[config.mk]
export PLATFORM = sky130hd
export DESIGN_NAME = decimal_number_glyph_renderer_flat
export DESIGN_NICKNAME = d
export VERILOG_FILES = /design/src/hw/rtl/dngr_pkg.sv /design/src/hw/rtl/dngr_if.sv /design/src/hw/rtl/dngr_datapath.sv /design/src/hw/rtl/dngr_ctrl.sv /design/src/hw/rtl/decimal_number_glyph_renderer.sv /design/src/flat_wrapper.sv
export SDC_FILE = /design/constraint.sdc
export NUM_CORES = 1
export LEC_CHECK = 0
export BUFFER_PORTS_ARGS = -buffer_cell sky130_fd_sc_hd__clkbuf_2
export CORE_MARGIN = 5
export CORE_UTILIZATION = 40
export DETAILED_ROUTE_END_ITERATION = 7
export PLACE_DENSITY = 0.6
export SYNTH_ARGS = -nofsm -noshare
export SYNTH_HDL_FRONTEND = slang
export SYNTH_HIERARCHICAL = 1
export SYNTH_SLANG_ARGS = --single-unit
[constraint.sdc]
create_clock -name i_clk -period 7.1 [get_ports i_clk]
set_input_delay 1.42 -clock i_clk [delete_from_list [all_inputs] [get_ports i_clk]]
set_output_delay 1.42 -clock i_clk [all_outputs]
set_load 0.005 [all_outputs]
[src/hw/rtl/dngr_pkg.sv]
// Types, constants and font ROM of the decimal glyph renderer.
package dngr_pkg;

    localparam int GLYPH_WIDTH  = 3;
    localparam int GLYPH_ROWS   = 5;
    localparam int MAX_DIGITS   = 5;
    localparam int CHAR_SPACING = 1;
    localparam int ADV_MUL      = GLYPH_WIDTH + CHAR_SPACING;

    // floor(n / 10) == (n * 52429) >> 19 for every 16-bit n
    localparam logic [15:0] DIV10_RECIP = 16'd52429;
    localparam int          DIV10_SHIFT = 19;

    localparam logic [2:0] ROW_LAST  = 3'(GLYPH_ROWS - 1);
    localparam logic [2:0] STEP_LAST = 3'(MAX_DIGITS - 1);

    typedef logic [2:0] t_glyph_row;

    localparam t_glyph_row FONT_ROM [10][GLYPH_ROWS] = '{
        '{3'd7, 3'd5, 3'd5, 3'd5, 3'd7},
        '{3'd2, 3'd6, 3'd2, 3'd2, 3'd7},
        '{3'd7, 3'd1, 3'd7, 3'd4, 3'd7},
        '{3'd7, 3'd1, 3'd7, 3'd1, 3'd7},
        '{3'd5, 3'd5, 3'd7, 3'd1, 3'd1},
        '{3'd7, 3'd4, 3'd7, 3'd1, 3'd7},
        '{3'd7, 3'd4, 3'd7, 3'd5, 3'd7},
        '{3'd7, 3'd1, 3'd1, 3'd1, 3'd1},
        '{3'd7, 3'd5, 3'd7, 3'd5, 3'd7},
        '{3'd7, 3'd5, 3'd7, 3'd1, 3'd7}
    };

    typedef enum logic [1:0] {
        ST_IDLE,
        ST_CONV,
        ST_EMIT
    } t_state;

    typedef struct packed {
        logic load;
        logic conv;
        logic emit;
    } t_dp_cmd;

    typedef struct packed {
        logic conv_last;
        logic row_last;
        logic out_free;
    } t_dp_status;

    function automatic t_glyph_row font_row(input logic [3:0] digit, input logic [2:0] row);
        t_glyph_row res;
        res = '0;
        if (digit <= 4'd9 && row <= ROW_LAST) begin
            res = FONT_ROM[digit][row];
        end
        return res;
    endfunction

endpackage

[src/hw/rtl/dngr_if.sv]
// Valid/ready word channels: number request in, glyph row out.
interface dngr_in_if;
    import dngr_pkg::*;
    logic        valid;
    logic        ready;
    logic [7:0]  x_pos;
    logic [7:0]  y_pos;
    logic [15:0] value;
    logic [7:0]  scale;
    logic        color;

    modport source (output valid, x_pos, y_pos, value, scale, color, input ready);
    modport sink   (input valid, x_pos, y_pos, value, scale, color, output ready);
endinterface

interface dngr_out_if;
    import dngr_pkg::*;
    logic       valid;
    logic       ready;
    logic [7:0] row_x;
    logic [7:0] row_y;
    t_glyph_row row_bits;
    logic [7:0] block_size;
    logic       pixel_color;
    logic       last;

    modport source (output valid, row_x, row_y, row_bits, block_size, pixel_color, last,
                    input ready);
    modport sink   (input valid, row_x, row_y, row_bits, block_size, pixel_color, last,
                    output ready);
endinterface

[src/hw/rtl/dngr_datapath.sv]
// Datapath: digit extraction, cursor/row counters and output word register.
module dngr_datapath (
    input  logic                 i_clk,
    input  logic                 i_rst_n,
    input  dngr_pkg::t_dp_cmd    i_cmd,
    output dngr_pkg::t_dp_status o_status,
    input  logic [7:0]           i_x_pos,
    input  logic [7:0]           i_y_pos,
    input  logic [15:0]          i_value,
    input  logic [7:0]           i_scale,
    input  logic                 i_color,
    dngr_out_if.source           o_out
);
    import dngr_pkg::*;

    logic [7:0]  r_x, r_y, r_sc, r_adv, r_row_y;
    logic [15:0] r_num;
    logic        r_color;
    logic [3:0]  r_digits [MAX_DIGITS];
    logic [2:0]  r_step, r_top, r_dig, r_row;

    logic [7:0]  r_o_x, r_o_y, r_o_sc;
    t_glyph_row  r_o_bits;
    logic        r_o_color, r_o_last, r_out_valid;

    logic [31:0] prod;
    logic [12:0] quo;
    logic [15:0] rem;
    logic [3:0]  digit;
    logic [7:0]  sc_eff;
    logic [10:0] adv_full;
    logic        row_last;

    // divide by ten through the reciprocal, remainder by shift-add
    always_comb begin
        prod     = 32'(r_num) * 32'(DIV10_RECIP);
        quo      = prod[DIV10_SHIFT +: 13];
        rem      = r_num - 16'({quo, 3'b000}) - 16'({quo, 1'b0});
        digit    = rem[3:0];
        sc_eff   = (i_scale == 8'd0) ? 8'd1 : i_scale;
        adv_full = 11'(ADV_MUL) * {3'b000, sc_eff};
        row_last = (r_dig == 3'd0) && (r_row == ROW_LAST);
    end

    assign o_status.conv_last = (r_step == STEP_LAST);
    assign o_status.row_last  = row_last;
    assign o_status.out_free  = !r_out_valid || o_out.ready;

    always_ff @(posedge i_clk) begin
        if (i_cmd.load) begin
            r_x     <= i_x_pos;
            r_y     <= i_y_pos;
            r_num   <= i_value;
            r_sc    <= sc_eff;
            r_color <= i_color;
            r_adv   <= adv_full[7:0];
            r_step  <= 3'd0;
            r_top   <= 3'd0;
        end
        if (i_cmd.conv) begin
            r_digits[r_step] <= digit;
            r_num            <= {3'b000, quo};
            r_step           <= r_step + 3'd1;
            if (digit != 4'd0) begin
                r_top <= r_step;
            end
            // most significant nonzero digit starts the emit pass
            r_dig   <= (digit != 4'd0) ? r_step : r_top;
            r_row   <= 3'd0;
            r_row_y <= r_y;
        end
        if (i_cmd.emit) begin
            r_o_x     <= r_x;
            r_o_y     <= r_row_y;
            r_o_bits  <= font_row(r_digits[r_dig], r_row);
            r_o_sc    <= r_sc;
            r_o_color <= r_color;
            r_o_last  <= row_last;
            if (r_row == ROW_LAST) begin
                r_row   <= 3'd0;
                r_dig   <= r_dig - 3'd1;
                r_x     <= r_x + r_adv;
                r_row_y <= r_y;
            end else begin
                r_row   <= r_row + 3'd1;
                r_row_y <= r_row_y + r_sc;
            end
        end
    end

    always_ff @(posedge i_clk) begin
        if (!i_rst_n) begin
            r_out_valid <= 1'b0;
        end else if (i_cmd.emit) begin
            r_out_valid <= 1'b1;
        end else if (o_out.ready) begin
            r_out_valid <= 1'b0;
        end
    end

    assign o_out.valid       = r_out_valid;
    assign o_out.row_x       = r_o_x;
    assign o_out.row_y       = r_o_y;
    assign o_out.row_bits    = r_o_bits;
    assign o_out.block_size  = r_o_sc;
    assign o_out.pixel_color = r_o_color;
    assign o_out.last        = r_o_last;

endmodule

[src/hw/rtl/dngr_ctrl.sv]
// Controller: sequences load, digit conversion and row emission.
module dngr_ctrl (
    input  logic                 i_clk,
    input  logic                 i_rst_n,
    input  logic                 i_in_valid,
    output logic                 o_in_ready,
    input  dngr_pkg::t_dp_status i_status,
    output dngr_pkg::t_dp_cmd    o_cmd
);
    import dngr_pkg::*;

    t_state r_state, n_state;

    always_ff @(posedge i_clk) begin
        if (!i_rst_n) begin
            r_state <= ST_IDLE;
        end else begin
            r_state <= n_state;
        end
    end

    always_comb begin
        n_state = r_state;
        unique case (r_state)
            ST_IDLE: begin
                if (i_in_valid) begin
                    n_state = ST_CONV;
                end
            end
            ST_CONV: begin
                if (i_status.conv_last) begin
                    n_state = ST_EMIT;
                end
            end
            ST_EMIT: begin
                if (i_status.out_free && i_status.row_last) begin
                    n_state = ST_IDLE;
                end
            end
            default: n_state = ST_IDLE;
        endcase
    end

    always_comb begin
        o_in_ready = 1'b0;
        o_cmd      = '0;
        unique case (r_state)
            ST_IDLE: begin
                o_in_ready = 1'b1;
                o_cmd.load = i_in_valid;
            end
            ST_CONV: begin
                o_cmd.conv = 1'b1;
            end
            ST_EMIT: begin
                o_cmd.emit = i_status.out_free;
            end
            default: o_cmd = '0;
        endcase
    end

endmodule

[src/hw/rtl/decimal_number_glyph_renderer.sv]
// Decimal glyph renderer: 16-bit value to 3x5 font rows, one row word per cycle
//   while the output is not stalled. The input word is taken, the divide-by-ten
//   digit extraction runs, then the first row word enters the output register.
// A new number is taken only after the last row word of the previous one is
//   emitted, paced by digit extraction and the single row output register.
// Reset (synchronous, active low) returns the controller to idle and empties
//   the output register; data registers are not reset.
module decimal_number_glyph_renderer (
    input  logic      i_clk,
    input  logic      i_rst_n,
    dngr_in_if.sink   i_in,
    dngr_out_if.source o_out
);
    import dngr_pkg::*;

    // controller and datapath talk only through these two groups
    t_dp_cmd    cmd;
    t_dp_status status;

    // input ready comes from the controller; payload is latched on cmd.load
    dngr_ctrl u_ctrl (
        .i_clk      (i_clk),
        .i_rst_n    (i_rst_n),
        .i_in_valid (i_in.valid),
        .o_in_ready (i_in.ready),
        .i_status   (status),
        .o_cmd      (cmd)
    );

    // datapath owns the digit store, cursor, row counter and the output word
    dngr_datapath u_dp (
        .i_clk    (i_clk),
        .i_rst_n  (i_rst_n),
        .i_cmd    (cmd),
        .o_status (status),
        .i_x_pos  (i_in.x_pos),
        .i_y_pos  (i_in.y_pos),
        .i_value  (i_in.value),
        .i_scale  (i_in.scale),
        .i_color  (i_in.color),
        .o_out    (o_out)
    );

endmodule

[src/flat_wrapper.sv]
// flat-port wrapper written by rule: the top's interface ports become plain ports
module decimal_number_glyph_renderer_flat import dngr_pkg::*;
  (i_clk, i_rst_n, i_in_valid, i_in_x_pos, i_in_y_pos, i_in_value, i_in_scale, i_in_color, i_in_ready, o_out_valid, o_out_row_x, o_out_row_y, o_out_row_bits, o_out_block_size, o_out_pixel_color, o_out_last, o_out_ready);
  dngr_in_if i_in_i ();
  dngr_out_if o_out_i ();
  input  logic i_clk;
  input  logic i_rst_n;
  input wire logic [$bits(i_in_i.valid)-1:0] i_in_valid;
  input wire logic [$bits(i_in_i.x_pos)-1:0] i_in_x_pos;
  input wire logic [$bits(i_in_i.y_pos)-1:0] i_in_y_pos;
  input wire logic [$bits(i_in_i.value)-1:0] i_in_value;
  input wire logic [$bits(i_in_i.scale)-1:0] i_in_scale;
  input wire logic [$bits(i_in_i.color)-1:0] i_in_color;
  output wire logic [$bits(i_in_i.ready)-1:0] i_in_ready;
  output wire logic [$bits(o_out_i.valid)-1:0] o_out_valid;
  output wire logic [$bits(o_out_i.row_x)-1:0] o_out_row_x;
  output wire logic [$bits(o_out_i.row_y)-1:0] o_out_row_y;
  output wire logic [$bits(o_out_i.row_bits)-1:0] o_out_row_bits;
  output wire logic [$bits(o_out_i.block_size)-1:0] o_out_block_size;
  output wire logic [$bits(o_out_i.pixel_color)-1:0] o_out_pixel_color;
  output wire logic [$bits(o_out_i.last)-1:0] o_out_last;
  input wire logic [$bits(o_out_i.ready)-1:0] o_out_ready;
  assign i_in_i.valid = i_in_valid;
  assign i_in_i.x_pos = i_in_x_pos;
  assign i_in_i.y_pos = i_in_y_pos;
  assign i_in_i.value = i_in_value;
  assign i_in_i.scale = i_in_scale;
  assign i_in_i.color = i_in_color;
  assign i_in_ready = i_in_i.ready;
  assign o_out_valid = o_out_i.valid;
  assign o_out_row_x = o_out_i.row_x;
  assign o_out_row_y = o_out_i.row_y;
  assign o_out_row_bits = o_out_i.row_bits;
  assign o_out_block_size = o_out_i.block_size;
  assign o_out_pixel_color = o_out_i.pixel_color;
  assign o_out_last = o_out_i.last;
  assign o_out_i.ready = o_out_ready;
  decimal_number_glyph_renderer u_core (.i_clk(i_clk), .i_rst_n(i_rst_n), .i_in(i_in_i), .o_out(o_out_i));
endmodule
; ---- Word level (Yosys, flattened, before mapping)
; Memory sizes are Yosys's and may differ from the RTL's. A register that Yosys moved wholly into a read port is not among the register bits.
; Index checks and enable logic that the tools add are counted.
; Widths: inputs -> output; s select.
[totals]
in_bits = 45
reg_bits = 93
n_memories = 2
word_cells = 93
out_inout_bits = 31
mem_bits_ro = 240
ramBits = 20
[mem_list]
columns = memory, depth, word_bits, read_ports, rd_clocked_by_memory_dff, write_ports, line_no
row1 = (name not given), 16, 15, 1, 0, 0, dngr_pkg.sv:54  ; res = FONT_ROM[digit][row];
row2 = u_core.u_dp.r_digits, 5, 4, 1, 1, 1, dngr_datapath.sv:19  ; logic [3:0] r_digits [MAX_DIGITS];
[classes]
multipliers = 1
muxes = 37
bitwise = 2
magnitude_cmp = 4
n_addsub = 7
n_eq_ne = 7
n_reduce_logical = 13
[op_table]
columns = op, count
row1 = $mux 8, 6
row2 = $mux 3, 14
row3 = $mul 16x16->32 const B, 1
row4 = $mux 15, 2
row5 = $mux 13, 2
row6 = $add 8x8->8, 2
row7 = $bmux 3 s3, 1
row8 = $logic_not 8->1, 1
row9 = $mux 1, 8
row10 = $sub 4x4->4, 2
row11 = $add 3x1->3 const B, 2
row12 = $eq 3x3->1 const B, 2
row13 = $mux 2, 3
row14 = $pmux 2 s3, 1
row15 = $reduce_bool 2->1, 3
row16 = $ge 5x5->1 const B, 1
row17 = $not 4->5, 1
row18 = $ge 4x4->1 const B, 1
row19 = $le 4x4->1 const B, 1
row20 = $ne 2x2->1 const B, 2
row21 = $not 3->4, 1
row22 = $reduce_bool 4->1, 1
row23 = $le 3x3->1 const B, 1
row24 = $logic_and 1x1->1, 3
row25 = other kinds (9), 9

; ---- Logic depth before layout (Yosys ltp)
[depth]
word_depth = 8
ltp_mapped = 27
mapped_depth_nobuf = 27

; ---- Hierarchy
; The synthesis kept the hierarchy.
[by_module_without_submodules]
columns = module, n_inst, cells_each, area_per_inst_um2, seq_area_each_um2
row1 = dngr_datapath, 1, 839, 9557.9, 3173.0
row2 = dngr_ctrl, 1, 14, 121.4, 40.0

; ---- Worst setup path after synthesis
; Ideal clock, no wire load.
[synth_path]
path_kind = register to register
startpoint = register u_core.u_dp.r_num[3]
endpoint = register u_core.u_dp.r_top[2]
synth_period_minus_slack_ns = 6.798
setup_slack_ns = 0.302
path_stages_with_launch = 26
t_arrival_ns = 6.677
required_time_ns = 6.979
cell_sequence = edfxtp_1 > ha_1 > inv_1 > fa_1 > inv_1 > fa_1 > fa_1 > fa_1 > inv_1 > fa_1 > inv_1 > ha_1 > nand2_1 > o21ai_1 > or3_1 > a211o_1 > and3_4 > o21a_1 > nor2_1 > ha_1 > xnor2_1 > or3_1 > a31oi_1 > mux2i_4 > nand2_4 > mux2_4
[synth_between]
word_cells_on_any_way = 6
classes_between = 2 x add/sub / 1 x mul / 2 x mux / 1 x reduce/logical
[synth_lines]
columns = item, line_no
row1 = start: declaration, dngr_datapath.sv:17  ; logic [15:0] r_num;
row2 = start signal: assignment, dngr_datapath.sv:53  ; r_num <= i_value;
row3 = start signal: assignment, dngr_datapath.sv:62  ; r_num <= {3'b000, quo};
row4 = $mul 16x16->32, dngr_datapath.sv:36  ; prod = 32'(r_num) * 32'(DIV10_RECIP);
row5 = $sub 4x4->4, dngr_datapath.sv:38  ; rem = r_num - 16'({quo, 3'b000}) - 16'({quo, 1'b0});
row6 = net u_core.u_dp.rem[2], dngr_datapath.sv:28  ; logic [15:0] rem;
row7 = $reduce_bool 4->1, dngr_datapath.sv:64  ; if (digit != 4'd0) begin
row8 = $mux 3, dngr_datapath.sv:64
row9 = $mux 3, dngr_datapath.sv:60  ; if (i_cmd.conv) begin
row10 = end signal: assignment, dngr_datapath.sv:65  ; r_top <= r_step;
row11 = end: declaration, dngr_datapath.sv:20  ; logic [2:0] r_step, r_top, r_dig, r_row;
; The timed path passes the listed nets, and every way through them passes these cells.
; A chain may end at the register's enable or synchronous reset.

; ---- Worst setup path after layout
[layout_path]
startpoint = register u_core.u_dp.r_num[1]
endpoint = register u_core.u_dp.r_top[2]
[layout_between]
elab_chain_len = 6
[layout_lines]
columns = item, line_no
row1 = $mul 16x16->32, dngr_datapath.sv:36
row2 = $sub 4x4->4, dngr_datapath.sv:38
row3 = $sub 4x4->4 (*), dngr_datapath.sv:38
row4 = $reduce_bool 4->1 (*), dngr_datapath.sv:64
row5 = $mux 3 (*), dngr_datapath.sv:64
row6 = $mux 3 (*), dngr_datapath.sv:60
; Mark *: on every way between the ends. The rest lies on a longest branch, timed or not.

==> impl_metrics.toml <==
[place]
dpl.cell_count = 1249
hpwl_um = 17600
gp_congestion = 0.922
place_ws_ns = 0.0140
io_buffers = 75

[global_route]
grt.total_usage_pct = 16.3
antenna_found_initial = 0
grt-ovfl-total = 0
grt_max_degree = 32
grt_pass1_wl_um = 33600
grt_pass1_vias = 6328

[clock_network]
clk_pin_slew_worst_paths_ns = 0.06
clk_path_buf_depth = 2
clock_latency_ns = 0.43
cts.hold.buffers_added = 0
cts_tree = "built"
cts_buffers = 17
ctsHtreeMaxLevel = 4
clock_sinks = 113
cts_root_buf = "clkbuf_16"

[min_path]
hold_path_class = "reg -> reg"
hold_depth = 0

[timing]
fmax_mhz = 145
min_period_over_period_pct = 97.0
finalWorstSetupSlack_ns = 0.210
setup_violations = 0
final.min_clock_period_ns = 6.89
clock_skew_ns = 0.0223
worst_pin_slew_ns = 0.811
slew_headroom_pct = 44.6
slew_violations = 0
hold_viol_final = 0

[flow_run]
cap_violations = 0

[drt]
drt_iter0_drc = 367
drt_pass1_iterations = 5
vias_per_cell = 4.77
wl_per_cell_um = 16.6
drc = 0
vias = 6169
drt_wl_total_um = 21400
postRouteAntennaNets = 0

[cells_and_area]
n_antenna_cell = 0
nNetsFinal = 1240
drive_gt1_share_pct = 19.3
syn_to_final_growth_pct = 17.1
final_cells = 1293

[synth]
async_flop_share_pct = 0
syn_area_um2 = 9680
syn_nets = 1137
ys_types = 66
postSynthCellCount = 853
synth_seq_cells = 113
synth.avg_cell_area_um2 = 11.3
yosysWarnings = 6
synth_ff_type = "edfxtp_1"
synth-edff-count = 95
yosysSeqAreaShare_pct = 33.2

[die]
dieArea_um2 = 27400
design.core.area_um2 = 24100
die_w_um = 166
rows = 57
start_util_pct = 40.2
io_pins = 76
die_h_um = 166

[setup_path]
arrival_ns = 7.20
path_class = "reg -> reg"
cp-start-kind = "flop"
reg2reg_depth = 24
worstSetupEndpointType = "flop"
crit_fanout = 4
critPathRequiredTime_ns = 7.41

[status]
outcome = "finished, final reports clean"
final timing paths:
kind                                   from                                       to  slack (ns)
max          u_core/u_dp/r_num[1]$_DFFE_PP_             u_core/u_dp/r_top[2]$_DFF_P_        0.21
max reg2reg  u_core/u_dp/r_num[1]$_DFFE_PP_             u_core/u_dp/r_top[2]$_DFF_P_        0.21
min reg2reg   u_core/u_dp/r_color$_DFFE_PP_  u_core/u_dp/o_out.pixel_color$_DFFE_PP_        0.42
min           u_core/u_dp/r_color$_DFFE_PP_  u_core/u_dp/o_out.pixel_color$_DFFE_PP_        0.42
cell families after synthesis:
logic type               after synthesis  share of synthesized area (%)
AND/OR/NAND/NOR                      125                           6.50
flip-flops                           113                           33.2
multiplexers                          34                           4.34
AO/OA/AOI/OAI                        107                           7.41
adder cells (fa/ha/maj)              239                           37.3
XOR/XNOR                              33                           3.18
buffers and inverters                202                           8.12
per-stage QoR:
| step | TNS (ns) | utilization, % | cell area, um2 | hold WS [ns] |
|---|---|---|---|---|
| after global routing | -0.0283 | 47.0 | 11300 | 0.428 |
| after CTS | 0 | 46.0 | 11100 | 0.426 |
| final | 0 | 47.0 | 11300 | 0.424 |
| after floorplan | 0 | - | 9680 | 0.400 |
| after global placement | 0 | 43.5 | 10500 | 0.402 |
| after detailed placement | 0 | 43.5 | 10500 | 0.412 |
cells in the final DEF (no fill, tap or decap), types with 10 or more instances in the layout:
cell type / count
mux2_2: 10
dfxtp_1: 18
fa_1: 81
clkbuf_2: 75
mux2i_1: 18
o21ai_0: 16
a21o_1: 13
ha_4: 10
clkbuf_16: 17
edfxtp_1: 95
ha_1: 146
xnor2_1: 22
nor2_1: 28
a21oi_1: 30
inv_1: 178
buf_4: 28
nand2_1: 37
layer usage:
| layer | track usage (%) | up-vias | routed length (um) |
|---|---|---|---|
| met5 | 0 | - | 0 |
| met4 | 4.12 | 0 | 276 |
| met3 | 3.15 | 15 | 772 |
| met2 | 27.0 | 91 | 10600 |
| met1 | 22.1 | 2990 | 9810 |
| li1 | - | 3073 | - |
registers in the layout, summed over array words and instances, names as in the netlist, 8 cells and up:
signal / flops
u_core/u_dp/o_out.block_size: 8
u_core/u_dp/r_digits: 20
u_core/u_dp/r_y: 8
u_core/u_dp/r_x: 8
u_core/u_dp/r_num: 16
u_core/u_dp/o_out.row_y: 8
u_core/u_dp/r_sc: 8
u_core/u_dp/o_out.row_x: 8
u_core/u_dp/r_row_y: 8
area by class of cell:
class / instances / area (um2)
multi-input cells: 538 / 5840
clock inverters: 15 / 166
flip-flops and latches: 113 / 3210
fillers: 2268 / 12800
well taps: 324 / 405
clock buffers: 17 / 425
inverters: 182 / 687
repair buffers: 104 / 597
repair_timing:
action | 4_1_cts | 5_1_grt
pin swaps | 0 | 20
setup endpoints to repair | 1 | 6
hold endpoints to repair | 0 | 0
gates resized for setup | 1 | 20
buffers inserted | 0 | 12
synthesized netlist by cell type (5+ instances only):
cell type	n	area (um2)
edfxtp_1	95	2850
clkbuf_1	15	56.3
inv_1	180	676
nand2b_1	6	37.5
a21o_1	13	97.6
a21oi_1	30	150
nand3_1	8	40.0
o21ai_1	6	30.0
nor2_1	30	113
o21ai_0	16	80.1
mux2i_1	18	180
nor3_1	8	40.0
ha_1	157	1960
nand2_1	37	139
fa_1	82	1640
nor3b_1	5	37.5
a31oi_1	6	37.5
o21a_1	5	37.5
mux2_2	10	113
dfxtp_1	18	360
xor2_1	9	78.8
xnor2_1	23	201
nand4_1	5	31.3
worst max-delay path, cell delays in order, from the launching register on:
cell      delay (ns)
edfxtp_1        0.45
buf_6           0.17
ha_4            0.26
xor2_1          0.17
ha_1            0.27
fa_1            0.47
fa_1            0.51
fa_1            0.55
inv_1           0.05
fa_1            0.52
inv_1           0.06
ha_4            0.25
a21oi_2         0.15
o21ai_2         0.07
or3_1           0.34
a211o_1         0.32
and3_4          0.22
o21a_1          0.21
nor2_4          0.13
ha_4            0.23
a211o_4         0.36
xnor2_4         0.22
mux2i_4         0.37
nand2_4         0.10
mux2_4          0.32
Power is left out: the tool's default activity adds up to more than one toggle a clock period on the data nets, which glitch-free logic cannot reach.
